`config.mk`:
```
export PLATFORM = sky130hd
export DESIGN_NAME = bounded_priority_queue_evict_lowest_top
export DESIGN_NICKNAME = d
export VERILOG_FILES = /design/src/rtl/bpqel_pkg.sv /design/src/rtl/bpqel_cell.sv /design/src/rtl/bounded_priority_queue_evict_lowest_top.sv
export VERILOG_INCLUDE_DIRS = /design/src /design/src/rtl
export SDC_FILE = /design/constraint.sdc
export NUM_CORES = 1
export LEC_CHECK = 0
export BUFFER_PORTS_ARGS = -buffer_cell sky130_fd_sc_hd__buf_2
export CAP_MARGIN = 20
export CELL_PAD_IN_SITES_DETAIL_PLACEMENT = 1
export CELL_PAD_IN_SITES_GLOBAL_PLACEMENT = 1
export CORE_ASPECT_RATIO = 0.8
export CORE_MARGIN = 4
export CORE_UTILIZATION = 40
export CTS_BUF_LIST = sky130_fd_sc_hd__clkbuf_8
export CTS_CLUSTER_DIAMETER = 50
export DETAILED_ROUTE_END_ITERATION = 16
export PLACE_DENSITY_LB_ADDON = 0.1
export REMOVE_ABC_BUFFERS = 1
export SLEW_MARGIN = 20
export SYNTH_ARGS = -nofsm -noshare
export SYNTH_HDL_FRONTEND = slang
export SYNTH_SLANG_ARGS = --single-unit
```
`constraint.sdc`:
```
create_clock -name aclk -period 8.5 [get_ports aclk]
set_input_delay 0.85 -clock aclk [delete_from_list [all_inputs] [get_ports aclk]]
set_output_delay 0.85 -clock aclk [all_outputs]
set_load 0.01 [all_outputs]
```
`src/rtl/bounded_priority_queue_evict_lowest_top_defines.svh`:
```
// Assertion macros for the bounded priority queue.
// No dependencies; clocked on aclk, disabled while aresetn is low.
`ifndef BOUNDED_PRIORITY_QUEUE_EVICT_LOWEST_TOP_DEFINES_SVH
`define BOUNDED_PRIORITY_QUEUE_EVICT_LOWEST_TOP_DEFINES_SVH
`ifndef ASSERT_OFF
`define BPQEL_ASSERT(label, expr) \
    label: assert property (@(posedge aclk) disable iff (!aresetn) (expr)) \
        else $error("assertion failed");
`define BPQEL_ASSERT_NEXT(label, ante, cons) \
    label: assert property (@(posedge aclk) disable iff (!aresetn) (ante) |=> (cons)) \
        else $error("assertion failed");
`else
`define BPQEL_ASSERT(label, expr)
`define BPQEL_ASSERT_NEXT(label, ante, cons)
`endif
`endif

```
`src/rtl/bpqel_pkg.sv`:
```
// Shared types and constants for the bounded priority queue.
// No dependencies.
package bpqel_pkg;

    localparam int DEPTH      = 16;
    localparam int TAG_BITS   = 16;
    localparam int LEVEL_BITS = 8;
    localparam int CNT_W      = $clog2(DEPTH + 1);
    localparam int IDX_W      = (DEPTH > 1) ? $clog2(DEPTH) : 1;
    localparam int LIMIT_W    = 5;
    localparam int CMP_W      = (CNT_W > LIMIT_W) ? CNT_W : LIMIT_W;
    localparam int OCC_W      = 5;
    localparam int DROP_W     = 32;

    typedef enum logic {
        OP_ENQUEUE = 1'b0,
        OP_SERVE   = 1'b1
    } opcode_t;

    typedef enum logic [2:0] {
        ST_ACCEPTED = 3'd0,
        ST_EVICTED  = 3'd1,
        ST_REJECTED = 3'd2,
        ST_SENT     = 3'd3,
        ST_BUSY     = 3'd4,
        ST_EMPTY    = 3'd5
    } status_t;

    typedef enum logic [1:0] {
        CELL_HOLD,
        CELL_INSERT,
        CELL_SHIFT_UP
    } cell_op_t;

    typedef struct packed {
        logic [TAG_BITS-1:0]   tag;
        logic [LEVEL_BITS-1:0] level;
    } entry_t;

    typedef struct packed {
        opcode_t               opcode;
        logic [15:0]           packet_tag;
        logic [7:0]            priority_level;
        logic                  downstream_ready;
    } in_item_t;

    typedef struct packed {
        status_t               status;
        logic [15:0]           out_tag;
        logic [7:0]            out_level;
        logic [OCC_W-1:0]      occupancy;
        logic [DROP_W-1:0]     drops_seen;
    } out_item_t;

endpackage

```
`src/rtl/bpqel_cell.sv`:
```
// One slot of the sorted queue: holds an entry, trades with its neighbors.
// Depends on bpqel_pkg.
module bpqel_cell (
    input  logic              aclk,
    input  bpqel_pkg::cell_op_t op,
    input  logic              occ,
    input  bpqel_pkg::entry_t new_entry,
    input  bpqel_pkg::entry_t prev_entry,
    input  logic              prev_ge,
    input  bpqel_pkg::entry_t next_entry,
    output bpqel_pkg::entry_t entry_q,
    output logic              ge
);
    import bpqel_pkg::*;

    entry_t entry_reg;
    entry_t entry_next;

    // Occupied and at or above the incoming level: new item goes behind us.
    assign ge = occ && (entry_reg.level >= new_entry.level);

    always_comb begin
        entry_next = entry_reg;
        unique case (op)
            CELL_HOLD:     entry_next = entry_reg;
            CELL_SHIFT_UP: entry_next = next_entry;
            CELL_INSERT: begin
                priority if (ge)      entry_next = entry_reg;
                else if (prev_ge)     entry_next = new_entry;
                else                  entry_next = prev_entry;
            end
            default:       entry_next = entry_reg;
        endcase
    end

    always_ff @(posedge aclk) begin
        entry_reg <= entry_next;
    end

    assign entry_q = entry_reg;

endmodule

```
`src/rtl/bounded_priority_queue_evict_lowest_top.sv`:
```
// Top level of the bounded priority queue with lowest-level eviction.
// Depends on bpqel_pkg, bpqel_cell and the assertion macro header.
//
// Usage:
//  - s_* channel: one item per handshake, an enqueue (tag + level) or a serve
//    attempt carrying the downstream ready flag.
//  - m_* channel: exactly one result item per input item, in order: status,
//    reported tag/level, occupancy after the step and the running drop count.
//  - cfg_* channel: writes queue_limit (0 acts as 1, above DEPTH acts as DEPTH).
//    Always ready; write only while the queue has no result in flight.
// Timing: an item is processed in the cycle it is accepted and its result is
//  on m_data the next cycle. One item per cycle sustained while m_ready stays
//  high: the row of DEPTH cells does a sorted insert, evict or head removal in
//  a single step, each cell comparing only its own level with the incoming one.
// Stall: the result register holds while m_ready is low; s_ready drops then,
//  and rises in the same cycle the result is taken.
// Reset: entry count, drop count and result valid clear, queue_limit goes to 1.
//  The cell contents are not cleared; only cells below the count are read.
`include "bounded_priority_queue_evict_lowest_top_defines.svh"

module bounded_priority_queue_evict_lowest_top (
    input  logic                   aclk,
    input  logic                   aresetn,
    input  logic                   s_valid,
    output logic                   s_ready,
    input  bpqel_pkg::in_item_t    s_data,
    output logic                   m_valid,
    input  logic                   m_ready,
    output bpqel_pkg::out_item_t   m_data,
    input  logic                   cfg_valid,
    output logic                   cfg_ready,
    input  logic [bpqel_pkg::LIMIT_W-1:0] cfg_data
);
    import bpqel_pkg::*;

    // control state
    logic [CNT_W-1:0]   count_reg, count_next;
    logic [DROP_W-1:0]  drop_total_reg, drop_total_next;
    logic [LIMIT_W-1:0] limit_reg;
    logic               m_valid_reg;
    out_item_t          m_data_reg, m_data_next;

    // cell row
    entry_t             cell_q [DEPTH];
    logic               cell_ge [DEPTH];
    logic               cell_occ [DEPTH];
    cell_op_t           cell_op;
    entry_t             new_entry;

    logic               fire;
    logic [CMP_W-1:0]   eff_limit;
    logic               full;
    logic               evict;
    logic               reject;
    logic [CNT_W-1:0]   live_count;   // count the insert sees, after eviction
    logic [IDX_W-1:0]   tail_idx;
    entry_t             tail_entry;
    entry_t             head_entry;

    assign s_ready   = !m_valid_reg || m_ready;
    assign fire      = s_valid && s_ready;
    assign cfg_ready = 1'b1;

    // clamp the limit into 1..DEPTH
    always_comb begin
        priority if (limit_reg == '0)
            eff_limit = CMP_W'(1);
        else if (CMP_W'(limit_reg) > CMP_W'(DEPTH))
            eff_limit = CMP_W'(DEPTH);
        else
            eff_limit = CMP_W'(limit_reg);
    end

    assign full       = CMP_W'(count_reg) >= eff_limit;
    assign tail_idx   = IDX_W'(count_reg - CNT_W'(1));
    assign tail_entry = cell_q[tail_idx];
    assign head_entry = cell_q[0];
    assign new_entry  = '{tag: TAG_BITS'(s_data.packet_tag),
                          level: LEVEL_BITS'(s_data.priority_level)};

    // full queue: the tail is the lowest and newest entry
    assign reject = (s_data.opcode == OP_ENQUEUE) && full
                    && (new_entry.level <= tail_entry.level);
    assign evict  = (s_data.opcode == OP_ENQUEUE) && full && !reject;
    assign live_count = evict ? count_reg - CNT_W'(1) : count_reg;

    always_comb begin
        cell_op = CELL_HOLD;
        if (fire) begin
            unique case (s_data.opcode)
                OP_ENQUEUE: cell_op = reject ? CELL_HOLD : CELL_INSERT;
                OP_SERVE:   cell_op = (count_reg != '0 && s_data.downstream_ready)
                                      ? CELL_SHIFT_UP : CELL_HOLD;
                default:    cell_op = CELL_HOLD;
            endcase
        end
    end

    for (genvar i = 0; i < DEPTH; i++) begin : g_cell
        assign cell_occ[i] = CNT_W'(i) < live_count;
        bpqel_cell u_cell (
            .aclk       (aclk),
            .op         (cell_op),
            .occ        (cell_occ[i]),
            .new_entry  (new_entry),
            .prev_entry ((i == 0) ? new_entry : cell_q[(i == 0) ? 0 : i - 1]),
            .prev_ge    ((i == 0) ? 1'b1 : cell_ge[(i == 0) ? 0 : i - 1]),
            .next_entry ((i == DEPTH - 1) ? cell_q[i] : cell_q[(i == DEPTH - 1) ? i : i + 1]),
            .entry_q    (cell_q[i]),
            .ge         (cell_ge[i])
        );
    end

    // result and counters for the accepted item
    always_comb begin
        count_next      = count_reg;
        drop_total_next = drop_total_reg;
        m_data_next     = '0;
        unique case (s_data.opcode)
            OP_ENQUEUE: begin
                if (full) drop_total_next = drop_total_reg + DROP_W'(1);
                priority if (reject) begin
                    m_data_next.status    = ST_REJECTED;
                    m_data_next.out_tag   = 16'(new_entry.tag);
                    m_data_next.out_level = 8'(new_entry.level);
                end else if (evict) begin
                    m_data_next.status    = ST_EVICTED;
                    m_data_next.out_tag   = 16'(tail_entry.tag);
                    m_data_next.out_level = 8'(tail_entry.level);
                end else begin
                    m_data_next.status    = ST_ACCEPTED;
                    count_next            = count_reg + CNT_W'(1);
                end
            end
            OP_SERVE: begin
                priority if (count_reg == '0) begin
                    m_data_next.status    = ST_EMPTY;
                end else if (s_data.downstream_ready) begin
                    m_data_next.status    = ST_SENT;
                    m_data_next.out_tag   = 16'(head_entry.tag);
                    m_data_next.out_level = 8'(head_entry.level);
                    count_next            = count_reg - CNT_W'(1);
                end else begin
                    m_data_next.status    = ST_BUSY;
                end
            end
            default: m_data_next.status = ST_EMPTY;
        endcase
        m_data_next.occupancy  = OCC_W'(count_next);
        m_data_next.drops_seen = drop_total_next;
    end

    always_ff @(posedge aclk) begin
        if (!aresetn) begin
            count_reg      <= '0;
            drop_total_reg <= '0;
            limit_reg      <= LIMIT_W'(1);
            m_valid_reg    <= 1'b0;
        end else begin
            if (cfg_valid && cfg_ready) limit_reg <= cfg_data;
            if (fire) begin
                count_reg      <= count_next;
                drop_total_reg <= drop_total_next;
                m_valid_reg    <= 1'b1;
            end else if (m_ready) begin
                m_valid_reg    <= 1'b0;
            end
        end
    end

    always_ff @(posedge aclk) begin
        if (fire) m_data_reg <= m_data_next;
    end

    assign m_valid = m_valid_reg;
    assign m_data  = m_data_reg;

    // checks
    `BPQEL_ASSERT(a_count_bound, CMP_W'(count_reg) <= CMP_W'(DEPTH))
    `BPQEL_ASSERT_NEXT(a_drop_hold, !fire, $stable(drop_total_reg))
    `BPQEL_ASSERT_NEXT(a_serve_pops,
        fire && s_data.opcode == OP_SERVE && s_data.downstream_ready && count_reg != '0,
        count_reg == $past(count_reg) - CNT_W'(1))
    for (genvar j = 1; j < DEPTH; j++) begin : g_sorted
        `BPQEL_ASSERT(a_sorted, (CNT_W'(j) < count_reg) |-> (cell_q[j-1].level >= cell_q[j].level))
    end

endmodule
```
Word-level counts from Yosys, hierarchy flattened
Index checks and enable logic that the tools add are counted.
- bits in registers: 491
- bits of input ports: 36
- output and inout bits: 67
- $lt $le $gt $ge: 36
- add/sub/neg operators: 3
- eq/ne operators: 17
- reduce and logical (&&, ||, !) cells: 45
- bitwise gates (word level): 3
- muxes and demuxes: 72
- operators with widths (kind ; count):
    $mux 24 ; 35
    $pmux 24 s2 ; 15
    $ge 8x8->1 ; 16
    $bmux 24 s4 ; 1
    $mux 32 ; 2
    $pmux 27 s2 ; 1
    $lt 4x5->1 const A ; 8
    $mux 5 ; 7
    $add 32x1->32 const B ; 1
    $reduce_and 2->1 ; 16
    $ne 2x2->1 const B ; 15
    $mux 26 ; 1
    $logic_and 1x1->1 ; 21
    $lt 3x5->1 const A ; 4
    $logic_not 5->1 ; 2
    $lt 1x5->1 const A ; 2
    $lt 2x5->1 const A ; 2
    $pmux 5 s2 ; 1
    $le 8x8->1 ; 1
    $mux 3 ; 2
    $add 5x1->5 const B ; 1
    $ge 5x5->1 ; 1
    $ge 5x5->1 const B ; 1
    $gt 5x5->1 const B ; 1
    12 further kinds ; 19

Logic depth before layout (Yosys ltp)
- depth in word-level cells: 15
- depth in mapped cells: 22
- gate-level depth less buffers: 16

Modules after synthesis
From an unflattened synthesis, not the netlist that was laid out.
- cell total of the unflattened synthesis: 2958
- area, all modules: 31749.2 um^2
- modules (own cells, without submodules) (module ; cells each ; area each (um^2) ; instances ; seq. area each (um^2)):
    bpqel_cell ; 135 ; 1438.9 ; 16 ; 720.7
    bounded_priority_queue_evict_lowest_top ; 798 ; 8727.1 ; 1 ; 2782.7

Worst setup path after synthesis
OpenSTA, ideal clock, no wires.
- kind: register -> register
- from: register count_reg[0]
- to: register g_cell[0].u_cell.entry_reg, in the netlist g_cell[0].u_cell.entry_q[0], enable pin
- clock period less this slack: 6.712 ns
- slack: 1.788 ns
- library setup time: 0.438 ns
- arrival time: 6.274 ns
- stages on the path, launching flop included: 20
- path buffers: 7
- cell sequence: dfxtp_1 buf_2 inv_1 ha_1 buf_2 clkbuf_1 clkbuf_1 mux4_2 mux4_2 ha_1 nor2b_2 o211ai_2 a211oi_4 o21a_1 buf_6 mux2_4 o32a_1 buf_2 buf_6 o21ai_0
- longest elaborated chain between the ends: 14
- elaborated cells on any way between the ends: 25
- classes of those cells: add/sub (1); order compare (3); eq/ne (3); mux (8); bitwise (1); reduce/logical (9)
- ends and longest elaborated chain (what ; RTL line ; text):
    from (decl) ; bounded_priority_queue_evict_lowest_top.sv:37 ; logic [CNT_W-1:0] count_reg, count_next;
    from (signal assigned) ; bounded_priority_queue_evict_lowest_top.sv:162 ; count_reg <= count_next;
    $sub 5x1->5 ; bounded_priority_queue_evict_lowest_top.sv:85 ; assign live_count = evict ? count_reg - CNT_W'(1) : count_reg;
    $not 4->5 (not written as such) ; bounded_priority_queue_evict_lowest_top.sv:76 ; assign tail_entry = cell_q[tail_idx];
    $bmux 24 s4 ; bounded_priority_queue_evict_lowest_top.sv:76 ;
    $mux 24 (not written as such) (2 in series) ; bounded_priority_queue_evict_lowest_top.sv:76 ;
    $le 8x8->1 ; bounded_priority_queue_evict_lowest_top.sv:83 ; && (new_entry.level <= tail_entry.level);
    $logic_and 1x1->1 ; bounded_priority_queue_evict_lowest_top.sv:83 ;
    $logic_not 1->1 ; bounded_priority_queue_evict_lowest_top.sv:84 ; assign evict = (s_data.opcode == OP_ENQUEUE) && full && !reject;
    $logic_and 1x1->1 ; bounded_priority_queue_evict_lowest_top.sv:84 ;
    $mux 5 ; bounded_priority_queue_evict_lowest_top.sv:85 ;
    $lt 1x5->1 ; bounded_priority_queue_evict_lowest_top.sv:100 ; assign cell_occ[i] = CNT_W'(i) < live_count;
    $logic_and 1x1->1 ; bpqel_cell.sv:20 ; assign ge = occ && (entry_reg.level >= new_entry.level);
    $ne 2x2->1 (no line) ; n/a ;
    $reduce_and 2->1 (no line) (*) ; n/a ;
    to (signal assigned) ; bpqel_cell.sv:37 ; entry_reg <= entry_next;
    to (decl) ; bpqel_cell.sv:16 ; entry_t entry_reg;
Every way passes the cells marked *; elsewhere a longest branch is shown, timed or not. The select of a mux whose other input is x is not followed.
A chain may end at the register's enable or synchronous reset.

==> qor.txt <==
site row count - 91
Sw Share - 38.19%
status - finished, final reports clean
die height - 258.3 µm
WP data required - 8.91 ns
hold slack final - 0.3778 ns
FFs w/ async S/R, synth - 0%
Pleak - 13.55 nW
Synth Flop Type - edfxtp_1
CTS Sinks - 491
DRC viols - 0
max-cap violations - 0
Power Total - 9.147 mW
grt ovf - 0
synthesis-stage register bit count - 491
final setup margin - 2.076 ns
port bufs - 101
synth unique cells - 85
most frequent cells in the layout - edfxtp_1 (448), nor2_1 (363), nand2_1 (255)
switching pwr - 3.493 mW
Worst Path Arrival - 6.84 ns
post_cts resized - 0
Combinational Power Share - 36.0%
WL per Instance - 25.76 µm
worst reg2reg path depth - 17
max incr delay on CP - 0.92 ns
crit path cell chain - inv_1 > ha_4 > buf_4 > mux4_2 > nand2_1 > nand2_1 > a21oi_1 > ha_1 > nand4_4 > nor2_4 > a211oi_4 > o21ai_2 > a2bb2oi_2 > nand2_2 > buf_4 > a2111oi_0 > a2111oi_0
vias in the first global route - 26,330
worst slew pin tran - 1.145 ns
DR vias/cell - 6.051
Max H-tree Level - 3
global-route wire length before repair - 162,000 µm
nets - 3,131
Root Driver - clkbuf_8
Top-Level Pins - 103
worst reg2reg setup slack - 2.08 ns
post-layout util - 44.91%
initial core utilization - 40.50%
Cell Area, Synth - 0.03131 mm²
worst hold path endpoint - limit_reg[0]$_SDFFE_PN1P_
CP max-delay cell - a2bb2oi_2
DRT Pass-1 Iters - 5
Seq/Total Area, Yosys - 45.71%
Max Used Layer - met4
WL final - 104,200 µm
Clk Latency, worst-skew pair - 0.73 ns
Worst Path Max Fanout - 36
Worst-path clk slew - 0.06 ns
Setup TNS - 0 ns
final setup violation count - 0
antenna cells - 0
Final Hold Viols - 0
Total Die Area - 0.08285 mm²
dpl hpwl - 71,760 µm
Routed Antenna Nets - 0
core area - 0.07731 mm²
number of CTS-inserted buffers - 90
PwrDens - 263.5 mW/mm²
Iter 0 DRT Violations - 1,691
Reg2Reg Launch Point - count_reg[1]$_SDFFE_PN0P_
Peak VDD IR - 0.1490 mV
cells after synthesis - 2,926
type of origin of the critical path - register
delay-heaviest family, CP - compound AO/OA/AOI/OAI gates
number of antenna violations at the first check in global routing - 0
Synth area leader - edfxtp_1
CTS tree - yes
clk_skew - 0.03703 ns
GPL Wtd Cong - 0.8626
Mapped Avg Cell Area - 10.70 µm²
DRT met1 WL - 46,170 µm
DR WL met2 - 50,630 µm
Hold WC Path Type - primary input to register
critical path type - register to register
clk buf depth - 3
Yosys top cell area share - 42.96%
pre-CTS WS - 2.008 ns
layout cells sized above 1 - 17.60%
Ys Warns - 0
die width - 320.8 µm
RSZ-0062 raised after global routing - false
sequential power share - 38.4%
total track usage - 24.99%
commonest non-fill, non-tap cell in the layout - edfxtp_1
synth top area cells - edfxtp_1 (43%), mux4_2 (8.1%), mux2i_1 (6.1%)
Buf/Inv on CP - 3
terminus of the critical flop-to-flop path - g_cell[14].u_cell.entry_q[3]$_DFFE_PP_
Worst Setup End Kind - register
Final Max Tran Viols - 0
Layout area overhead - 10.88%
vias after detailed routing - 24,480
worst hold start - cfg_data[0]
post-CTS setup buffer count - 0
Largest register FFs - 384
period utilisation layout - 75.58%
Pint - 5.654 mW
highest clock rate - 155.7 MHz
number of cells on the worst hold path - 3
met3 wire len - 4405 µm
clock power share - 25.6%
Slew Limit Headroom - 23.59%
crit path time final - 6.424 ns
largest net degree at the start of global routing - 145
Post-synth EDFFs - 448
# hold bufs at CTS - 0
[stage by stage]
step,area [µm²],cells
floorplan,30200,2684
global placement,32770,3876
detailed placement,32770,3876
CTS,34570,4040
global route,34720,4045
finish,34720,4045
[per-layer routing]
layer  up-vias  global-route usage (%)
li1      11070                       -
met1     12650                   33.65
met2       590                   42.15
met3       166                   3.412
met4         0                   7.730
met5         -                       0
[kinds of logic after synthesis]
family | synth area share [%]
AO/OA/AOI/OAI | 15.02
XOR/XNOR | 1.950
adder cells (fa/ha/maj) | 5.794
buffers and inverters | 4.152
flip-flops | 45.71
multiplexers | 15.08
other | 0.01198
AND/OR/NAND/NOR | 12.28
[area by class of cell]
class                      instances  area (µm²)
sequential                       491       14320
clock buffer                      94        1294
timing repair buffer             174        1229
tap                             1023        1280
inverter                          49       185.2
clock inverter                    70       504.2
multi-input combinational       2144       15910
fill                            8421       42590
[how the worst max path moves through the flow]
stage,start,endpoint,slack [ns],depth (start not counted)
after floorplan,count_reg[0]$_SDFFE_PN0P_,g_cell[12].u_cell.entry_q[0]$_DFFE_PP_,-15.60,12
after detailed placement,count_reg[1]$_SDFFE_PN0P_,g_cell[3].u_cell.entry_q[16]$_DFFE_PP_,2.01,17
after CTS,count_reg[1]$_SDFFE_PN0P_,g_cell[3].u_cell.entry_q[20]$_DFFE_PP_,2.02,17
after global placement,count_reg[0]$_SDFFE_PN0P_,g_cell[3].u_cell.entry_q[13]$_DFFE_PP_,2.21,16
final,count_reg[1]$_SDFFE_PN0P_,g_cell[14].u_cell.entry_q[3]$_DFFE_PP_,2.08,17
after global routing,count_reg[0]$_SDFFE_PN0P_,g_cell[14].u_cell.entry_q[3]$_DFFE_PP_,1.60,16
[cells in the mapped netlist, types with 49 or more instances]
| cell type | n |
|---|---|
| edfxtp_1 | 448 |
| mux2i_1 | 190 |
| a31oi_1 | 76 |
| ha_1 | 145 |
| mux4_2 | 113 |
| a21oi_1 | 222 |
| nor2_1 | 366 |
| nand2_1 | 257 |
| clkbuf_1 | 138 |
| inv_1 | 49 |
| nand3_1 | 79 |
| buf_2 | 61 |
| o21ai_0 | 191 |
[power groups by stage]
| stage | sequential (mW) | clock, mW | combinational [mW] |
|---|---|---|---|
| 4_1_cts | 3.52 | 2.42 | 3.26 |
| 3_3_place_gp | 3.55 | 0 | 3.14 |
| 5_1_grt | 3.55 | 2.53 | 3.58 |
| 6_report | 3.51 | 2.34 | 3.29 |
| 3_5_place_dp | 3.56 | 0 | 3.25 |
| 2_1_floorplan | 3.49 | 0 | 2.28 |
[worst register-to-register path: cells and delay by family, from the launching register on]
kind | cells | cell delay [ns]
AND/OR/NAND/NOR | 5 | 0.88
adder cells (fa/ha/maj) | 2 | 0.94
multiplexers | 1 | 0.42
AO/OA/AOI/OAI | 6 | 2.33
buffers and inverters | 3 | 1.11
flip-flops | 1 | 0.47
Power figures use the tool's default switching activity.
